`src/rtl/sms_pkg.sv`:
```
// shared types and constants for the similarity mask scoring block
// item and result payloads, queue command, configuration codes
// no dependencies
package sms_pkg;

    localparam int MAX_CONTROLS_DEF    = 64;
    localparam int MASK_ROWS_DEF       = 64;
    localparam int MASK_COLS_DEF       = 64;
    localparam int COORD_FRAC_BITS_DEF = 8;

    localparam int COORD_W = 24;
    localparam int DIFF_W  = 25;
    localparam int PROD_W  = 50;
    localparam int SUM_W   = 51;
    localparam int NUM_W   = 50;
    localparam int AB_FRAC = 16;
    localparam int AB_MAG_W = 36;
    localparam int AB_W    = 37;
    localparam int CFG_W   = 7;
    localparam int CFG_IDX_W = 4;
    localparam int HIT_W   = 7;
    localparam int WORD_W  = 64;
    localparam int IDX_W   = 6;

    typedef enum logic [CFG_IDX_W-1:0] {
        CFG_NUM_CONTROLS = 4'd0,
        CFG_MASK_ROWS    = 4'd1,
        CFG_MASK_COLS    = 4'd2,
        CFG_MIN_HITS     = 4'd3
    } t_cfg_idx;

    typedef enum logic [1:0] {
        REQ_CTRL  = 2'd0,
        REQ_MASK  = 2'd1,
        REQ_QUERY = 2'd2
    } t_req;

    typedef enum logic [1:0] {
        K_CTRL  = 2'd0,
        K_MASK  = 2'd1,
        K_QUERY = 2'd2
    } t_kind;

    typedef struct packed {
        logic [1:0]                 req_type;
        logic signed [COORD_W-1:0]  p1_x;
        logic signed [COORD_W-1:0]  p1_y;
        logic signed [COORD_W-1:0]  p2_x;
        logic signed [COORD_W-1:0]  p2_y;
        logic signed [COORD_W-1:0]  q1_x;
        logic signed [COORD_W-1:0]  q1_y;
        logic signed [COORD_W-1:0]  q2_x;
        logic signed [COORD_W-1:0]  q2_y;
        logic                       swap_second;
        logic [IDX_W-1:0]           entry_index;
        logic [WORD_W-1:0]          load_word;
    } t_in_item;

    typedef struct packed {
        logic [HIT_W-1:0] hit_count;
        logic             passes;
        logic             degenerate;
    } t_out_item;

    typedef struct packed {
        t_kind                      kind;
        logic [IDX_W-1:0]           index;
        logic signed [COORD_W-1:0]  x1;
        logic signed [COORD_W-1:0]  y1;
        logic signed [COORD_W-1:0]  x3;
        logic signed [COORD_W-1:0]  y3;
        logic signed [DIFF_W-1:0]   d1x;
        logic signed [DIFF_W-1:0]   d1y;
        logic signed [DIFF_W-1:0]   d2x;
        logic signed [DIFF_W-1:0]   d2y;
        logic                       degenerate;
        logic [WORD_W-1:0]          word;
    } t_cmd;

    typedef struct packed {
        logic [CFG_W-1:0] num_controls;
        logic [CFG_W-1:0] mask_rows_used;
        logic [CFG_W-1:0] mask_cols_used;
        logic [CFG_W-1:0] min_hits;
    } t_cfg;

    localparam int QUEUE_DEPTH = 2;

endpackage

```
`src/rtl/sms_queue.sv`:
```
// two entry command queue between the front end and the back end
// depends on sms_pkg
module sms_queue import sms_pkg::*; (
    input  logic i_clk,
    input  logic i_rst_n,
    input  logic i_push,
    input  t_cmd i_cmd,
    input  logic i_pop,
    output logic o_valid,
    output logic o_full,
    output t_cmd o_cmd
);
    localparam int PW = (QUEUE_DEPTH > 1) ? $clog2(QUEUE_DEPTH) : 1;
    localparam int CW = $clog2(QUEUE_DEPTH + 1);

    t_cmd          r_mem [QUEUE_DEPTH];
    logic [PW-1:0] r_wp;
    logic [PW-1:0] r_rp;
    logic [CW-1:0] r_cnt;
    logic          do_push;
    logic          do_pop;

    assign o_valid = r_cnt != '0;
    assign o_full  = r_cnt == CW'(QUEUE_DEPTH);
    assign o_cmd   = r_mem[r_rp];
    assign do_push = i_push && !o_full;
    assign do_pop  = i_pop && o_valid;

    always_ff @(posedge i_clk) begin
        if (do_push) begin
            r_mem[r_wp] <= i_cmd;
        end
        if (!i_rst_n) begin
            r_wp  <= '0;
            r_rp  <= '0;
            r_cnt <= '0;
        end else begin
            if (do_push) begin
                r_wp <= (r_wp == PW'(QUEUE_DEPTH - 1)) ? '0 : r_wp + 1'b1;
            end
            if (do_pop) begin
                r_rp <= (r_rp == PW'(QUEUE_DEPTH - 1)) ? '0 : r_rp + 1'b1;
            end
            r_cnt <= r_cnt + CW'(do_push) - CW'(do_pop);
        end
    end
endmodule

```
`config.mk`:
```
export PLATFORM = sky130hd
export DESIGN_NAME = sms_queue
export DESIGN_NICKNAME = d
export VERILOG_FILES = /design/src/rtl/sms_pkg.sv /design/src/rtl/sms_queue.sv
export SDC_FILE = /design/constraint.sdc
export NUM_CORES = 1
export LEC_CHECK = 0
export BUFFER_PORTS_ARGS = -buffer_cell sky130_fd_sc_hd__clkbuf_2
export CAP_MARGIN = 10
export CELL_PAD_IN_SITES_DETAIL_PLACEMENT = 1
export CELL_PAD_IN_SITES_GLOBAL_PLACEMENT = 1
export CORE_MARGIN = 10
export CORE_UTILIZATION = 46
export CTS_BUF_LIST = sky130_fd_sc_hd__clkbuf_8
export DETAILED_ROUTE_END_ITERATION = 10
export MAX_ROUTING_LAYER = met4
export PLACE_DENSITY_LB_ADDON = 0.1
export SLEW_MARGIN = 20
export SYNTH_ARGS = -nofsm -noshare
export SYNTH_HDL_FRONTEND = slang
export SYNTH_SLANG_ARGS = --single-unit
```
`constraint.sdc`:
```
create_clock -name i_clk -period 19.1 [get_ports i_clk]
set_input_delay 1.91 -clock i_clk [delete_from_list [all_inputs] [get_ports i_clk]]
set_output_delay 1.91 -clock i_clk [all_outputs]
set_load 0.01 [all_outputs]
```
==> results of run 1 <==
-- layer usage --
metal | global-route usage | vias to the layer above | wire [microns]
li1 | - | 4727 | -
met1 | 0.219 | 5268 | 20300
met2 | 0.333 | 443 | 27700
met3 | 0.0874 | 70 | 5430
met4 | 0.0828 | 0 | 1280
met5 | - | - | 0
-- registers in the layout, indices dropped and copies added (netlist names), named ones only --
| name | cells |
|---|---|
| r_mem | 538 |
| r_wp | 1 |
| r_rp | 1 |
| r_cnt | 2 |
-- critical path: cells and delay by family (launching register included) --
| family | cells | cell delay [ns] |
|---|---|---|
| mux | 1 | 0.42 |
| buf+inv | 3 | 1.88 |
| flops | 1 | 1.03 |
-- cell families after synthesis --
| family | after synthesis | share of synthesized area |
|---|---|---|
| simple gates | 13 | 0.00318 |
| flops | 543 | 0.794 |
| buf+inv | 33 | 0.0155 |
| xor+xnor | 2 | 0.000856 |
| compound gates | 1 | 0.000367 |
| fa+ha+maj | 2 | 0.00122 |
| mux | 270 | 0.185 |
-- layout make-up --
class / count / area, sq um
inverter: 3 / 11.3
fill: 4162 / 18700
sequential: 543 / 16300
tap: 592 / 741
antenna: 20 / 50.0
timing repair buffer: 555 / 2860
clock inverter: 61 / 269
multi-input combinational: 288 / 3920
clock buffer: 94 / 1290
-- worst max-delay path by stage --
stage / start / to / slack [ns] / cells after the start
after global routing: flop / o_cmd[257] / 12.87 / 4
final: flop / o_cmd[257] / 13.13 / 4
after CTS: flop / o_cmd[34] / 12.98 / 4
after floorplan: i_push / r_mem[0][0]$_DFFE_PP_ / 5.05 / 2
after detailed placement: flop / o_cmd[34] / 13.72 / 4
after global placement: flop / o_cmd[31] / 13.71 / 4
-- Yosys cell counts --
cell type	n
nand2b_1	2
nor3_1	1
o21a_1	1
mux2_2	69
and3_1	1
edfxtp_1	538
ha_1	2
nor2_1	4
inv_1	3
nand2_1	2
dfxtp_1	5
xor2_1	1
and2_1	2
buf_6	25
mux2i_1	1
xnor2_1	1
or2_2	1
mux2_4	200
buf_2	5
-- stage by stage --
step	instance area, sq um	hold WS, ns	power [W]
after detailed placement	23700	0.513	0.00267
after floorplan	20500	0.455	0.00235
after global placement	23700	0.497	0.00265
after global routing	25400	0.556	0.00370
final	25400	0.527	0.00353
after CTS	25300	0.537	0.00359
-- power by group --
part	total (W)	switching, W	internal [W]
Combinational	0.00102	0.000540	0.000480
Clock	0.000899	0.000436	0.000464
Sequential	0.00161	0.0000718	0.00154
Total	0.00353	0.00105	0.00248
==> out/results.txt, run 1 <==
Outcome - finished clean
Final Non-Filler Cells - 2156
Worst-Margin Slew - 1.09 ns
R2R depth - 5
Syn_area_per_cell - 23.7 sq um
Worst-Skew Late Latency - 0.65 ns
Vias in the first global route - 11540
CTS tree - done
Mapped Cells - 864
I/O Buffers - 543
Resize count post-CTS - 0
Share of the synthesized area in the top cell type - 0.789
Hold depth - 2
WL/cell - 25.4 microns
DRT iter0 DRCs - 822
Die width - 231 microns
Kind of critical path - flop to output port
Layout cells sized above 1 - 0.602
PnR worst setup slack - 13.13 ns
DRC - 0
Cells after DPL - 1979
Worst slack, placed - 13.72 ns
Post-Route WL - 54700 microns
Yosys cell types - 19
Largest net degree at the start of global routing - 144
Worst EP arrival - 4.06 ns
RSZ-0062 raised after global routing - no
Slew margin rel. - 0.270
Die Y - 231 microns
Leak - 10.1 nW
Post-synthesis sequential element count - 543
Seq/Total Area, Yosys - 0.794
Crit. End Element - output port
Routability cong. - 0.768
CTS root buf - clkbuf_8
R2R setup slack - 15.71 ns
Die ar. - 0.0534 sq mm
CP max stage cell - dfxtp_4
Gr ovfl total - 0
Core box area - 0.0441 sq mm
Final TNS setup - 0 ns
Maximum vdd drop - 104 uV
PD cells - 139 mW/mm^2
Nets - 1755
Fmax - 0.168 GHz
Clock Sinks - 543
# rows - 77
DR vias - 10508
Worst r2r src - r_cnt[0]$_SDFF_PN0_
Most common cell after layout, fill and taps aside - clkbuf_2
Worst setup SP type - flop
Most frequent cells in the layout - clkbuf_2 (543), edfxtp_1 (538), mux2_4 (200)
Final Core Density - 0.576
Mapped Nets - 1139
Global-route wire length before repair - 77500 microns
First-pass DRT Iterations - 5
Boundary Pins - 544
Netlist Area Pre-Place - 0.0205 sq mm
Antenna violations before repair - 19
Crit share post-route - 0.312
Clock Skews - 0.0137 ns
Fin. max-slew vios - 0
Hold path startpoint - r_rp$_SDFFE_PN0P_
Crit path largest cell delay - 1.03 ns
Max Cap Viol - 0
Clock Path Buffers - 3
Final hold vios - 0
Dpl hpwl - 39700 microns
Reg clk slew, reported paths - 0.05 ns
CTS Buf Count - 89
Layout area overhead - 24.0%
Worst min path class - flop to flop
Hold buffer count at CTS - 0
Initial Util - 0.464
CTS HTree Levels - 3
Final setup violation count - 0
Crit path top cell by count - buf_4
Ys Warns - 0
Synth top area cells - edfxtp_1 (79%), mux2_4 (15%), mux2_2 (3.8%), buf_6 (1.4%), dfxtp_1 (0.49%)
Vias per cell - 4.87
Final ANT Viol Nets - 0
Minimum clock period - 5.97 ns
CP Data Required Time - 17.19 ns
Post CTS Setup Buffer Count - 0
Reg2reg end - r_mem[1][57]$_DFFE_PP_
Crit path cell chain - buf_4 > buf_4 > mux2_2 > clkbuf_2
Crit Path Max Fanout - 60
GRT Total Usage - 0.205
Post-synth top area cell - edfxtp_1
No activity file was read; power rests on OpenSTA's default activity.
==> run 2, diff against run 1 <==
ABC_AREA = 1   (was not set)
clock period = 5.6 ns   (was 19.1 ns; I/O delays follow)
==> run 2 against run 1 <==
  * Cell count rose by 0.60%
  * Wire length rose by 0.37%
  * Critical endpoint is now o_cmd[39]
  * Critical path depth fell by 1
  * Global-route usage fell by 0.067 points
  * Largest cell class unchanged
  * Utilization barely moved
  * Register-to-register slack got worse by 13 ns
  * Clock power rose to 3.3 times the previous value
  * Flip-flop and latch count did not move
  * Die area barely moved
==> out/results.txt, run 2 <==
Outcome - finished clean
Fillers - 4118 (-1.1%)
Final hold vios - 0 (unchanged)
Vias in the first global route - 11564 (+0.21%)
Worst setup SP type - flop
Largest net degree at the start of global routing - 146 (+1.4%)
Crit path largest cell delay - 1.00 ns (-0.03 ns)
Layout area overhead - 23.9%
Ys Warns - 0 (unchanged)
CTS tree - done
R2R depth - 5 (unchanged)
Post-synthesis compound-gate area fraction - 0.000489 (+0.000122)
Crit path cell chain - buf_12 > mux2_2 > clkbuf_2
Clock Skews - 0.0176 ns (+0.00384 ns)
CTS HTree Levels - 3 (unchanged)
DR vias - 10620 (+1.1%)
Seq/Total Area, Yosys - 0.793 (about the same)
Die ar. - 0.0534 sq mm (about the same)
Layout cells sized above 1 - 0.593 (-0.00902)
Worst hold margin - 0.0971 ns (-0.430 ns)
Nets - 1760 (+0.28%)
Die Y - 231 microns (about the same)
Post-synthesis async set-or-reset flop share - 0 (unchanged)
Dpl hpwl - 39500 microns (-0.36%)
Reg2reg end - r_mem[1][54]$_DFFE_PP_
Final instance area - 0.0254 sq mm (about the same)
Antenna violations before repair - 22 (+3)
Clock Sinks - 543 (unchanged)
Final TNS setup - 0 ns (unchanged)
Top FF cell, synth - edfxtp_1
Worst r2r src - r_cnt[0]$_SDFF_PN0_
Boundary Pins - 544 (unchanged)
Minimum clock period - 3.55 ns
DRC - 0 (unchanged)
DP Area - 0.0238 sq mm (+0.21%)
Leak - 10.1 nW (about the same)
Synth Area in Simple Gates - 0.00385 (+0.000670)
CTS Buf Count - 88 (-1.1%)
CP Data Required Time - 5.04 ns (-12.15 ns)
Max Cap Viol - 0 (unchanged)
Most frequent cells in the layout - clkbuf_2 (543), edfxtp_1 (538), mux2_4 (200)
Routability cong. - 0.788 (+2.6%)
Synth top area cells - edfxtp_1 (79%), mux2_4 (15%), mux2_2 (3.8%), buf_6 (1.4%), dfxtp_1 (0.49%)
Largest family of logic cells by synthesized area - multiplexers
Resize count post-CTS - 0 (unchanged)
Largest Register - r_mem
Syn_area_per_cell - 23.4 sq um (-1.2%)
Register Area - 0.0163 sq mm (unchanged)
Worst min path class - input pin to flop
Vias per cell - 4.90 (+0.46%)
Post-synthesis sequential element count - 543 (unchanged)
Worst-Margin Slew - 1.02 ns (-0.0755 ns)
Initial Util - 0.464 (about the same)
Gr ovfl total - 0 (unchanged)
Most numerous cell in the Yosys netlist - edfxtp_1
Die width - 231 microns (about the same)
Maximum vdd drop - 338 uV (+230%)
Kind of critical path - flop to output port
Final ANT Viol Nets - 0 (unchanged)
Core box area - 0.0441 sq mm (unchanged)
Crit. End Element - output port
Final setup violation count - 0 (unchanged)
Hold depth - 1 (-1)
First-pass DRT Iterations - 4 (-1)
Biggest regs - r_mem: 538 flops, r_cnt: 2 flops
Clock Path Buffers - 3 (unchanged)
R2R setup slack - 3.07 ns (-12.64 ns)
Yosys cell types - 12 (-7)
DRT iter0 DRCs - 736 (-10%)
Final Core Density - 0.575 (about the same)
Area occupied by multi-input gates - 0.00390 sq mm (-0.42%)
Fmax - 0.282 GHz
PD cells - 447 mW/mm^2 (+220%)
Hold path startpoint - i_cmd[190]
EDFF count, synth - 538 (unchanged)
Reg clk slew, reported paths - 0.06 ns (about the same)
Post-synthesis xor/xnor area fraction - 0 (-0.000855)
RSZ-0062 raised after global routing - no
Share of the synthesized area in the top cell type - 0.788 (about the same)
Post-Route WL - 54900 microns (+0.37%)
Post-synth top area cell - edfxtp_1
CP max stage cell - dfxtp_4
Hold buffer count at CTS - 0 (unchanged)
Netlist Area Pre-Place - 0.0205 sq mm (about the same)
Mux cell area share after synthesis - 0.184 (-0.000590)
Crit share post-route - 0.634
GRT Total Usage - 0.205 (-0.000668)
CTS root buf - clkbuf_8
Worst-Skew Late Latency - 0.64 ns (about the same)
Mapped Nets - 1150 (+0.97%)
Fin. max-slew vios - 0 (unchanged)
WL/cell - 25.3 microns (-0.23%)
Max FFs per register - 538 (unchanged)
Synth cell count leaders - edfxtp_1 (538), mux2_4 (200), mux2_2 (69)
Adder-cell share of the synthesized area - 0.00122 (about the same)
Crit Path Max Fanout - 92 (+53%)
Mapped Cells - 875 (+1.3%)
Most common cell after layout, fill and taps aside - clkbuf_2
Hold worst-path end - r_mem[0][190]$_DFFE_PP_
Slew margin rel. - 0.320 (+0.0503)
# rows - 77 (unchanged)
Post CTS Setup Buffer Count - 0 (unchanged)
Global-route wire length before repair - 76500 microns (-1.2%)
I/O Buffers - 543 (unchanged)
Worst EP arrival - 2.99 ns (-1.07 ns)
==> run 2: cell families (layout without fill, tap and decap cells) <==
kind of cell,count (synthesis),after routing
compound gates,2,2
simple gates,20,20
mux,269,269
flops,543,543
buf+inv,39,718
fa+ha+maj,2,2
other cells,0,23
==> run 2: per-layer routing <==
| layer | vias to the layer above | share of wire | GRT usage |
|---|---|---|---|
| met5 | - | 0 | - |
| li1 | 4745 | - | - |
| met4 | 0 | 0.029 | 0.0857 |
| met1 | 5355 | 0.38 | 0.224 |
| met2 | 436 | 0.50 | 0.327 |
| met3 | 84 | 0.094 | 0.0825 |
==> run 2: worst max-delay path by stage <==
stage	start	slack (ns)	cells after the start	endpoint
3_3_place_gp	flop	2.71	3	o_cmd[39]
6_report	flop	2.05	3	o_cmd[39]
5_1_grt	flop	1.86	3	o_cmd[39]
2_1_floorplan	i_push	0.50	2	r_mem[1][0]$_DFFE_PP_
4_1_cts	flop	1.98	3	o_cmd[5]
3_5_place_dp	flop	2.71	3	o_cmd[5]
==> run 2: final cells by class <==
cell class	instances	share of cell area
diodes	23	0.00227
clock buffers	93	0.0504
clock inverters	66	0.0103
inverters	9	0.00148
multi-input cells	293	0.154
flip-flops and latches	543	0.641
well taps	592	0.0292
repair buffers	550	0.112
==> run 2: power breakdown <==
part,switching [W],internal (W),total [W],leakage (nW)
logic,0.00161,0.00137,0.00297,4.10
registers,0.000207,0.00517,0.00537,5.07
clock network,0.00148,0.00152,0.00300,0.935
==> run 2: worst max-delay path: cells and delay by family, from the launching register on <==
kind     cells  cell delay [ns]
flops        1             1.00
buf+inv      2             0.75
mux          1             0.40
==> run 2: metrics by stage <==
| stage | cells | worst slack [ns] | total power [W] |
|---|---|---|---|
| 6_report | 2169 | 2.05 | 0.0113 |
| 5_1_grt | 2166 | 1.86 | 0.0119 |
| 4_1_cts | 2146 | 1.98 | 0.0115 |
| 3_5_place_dp | 1987 | 2.71 | 0.00849 |
| 3_3_place_gp | 1987 | 2.71 | 0.00844 |
| 2_1_floorplan | 875 | 0.499 | 0.00736 |
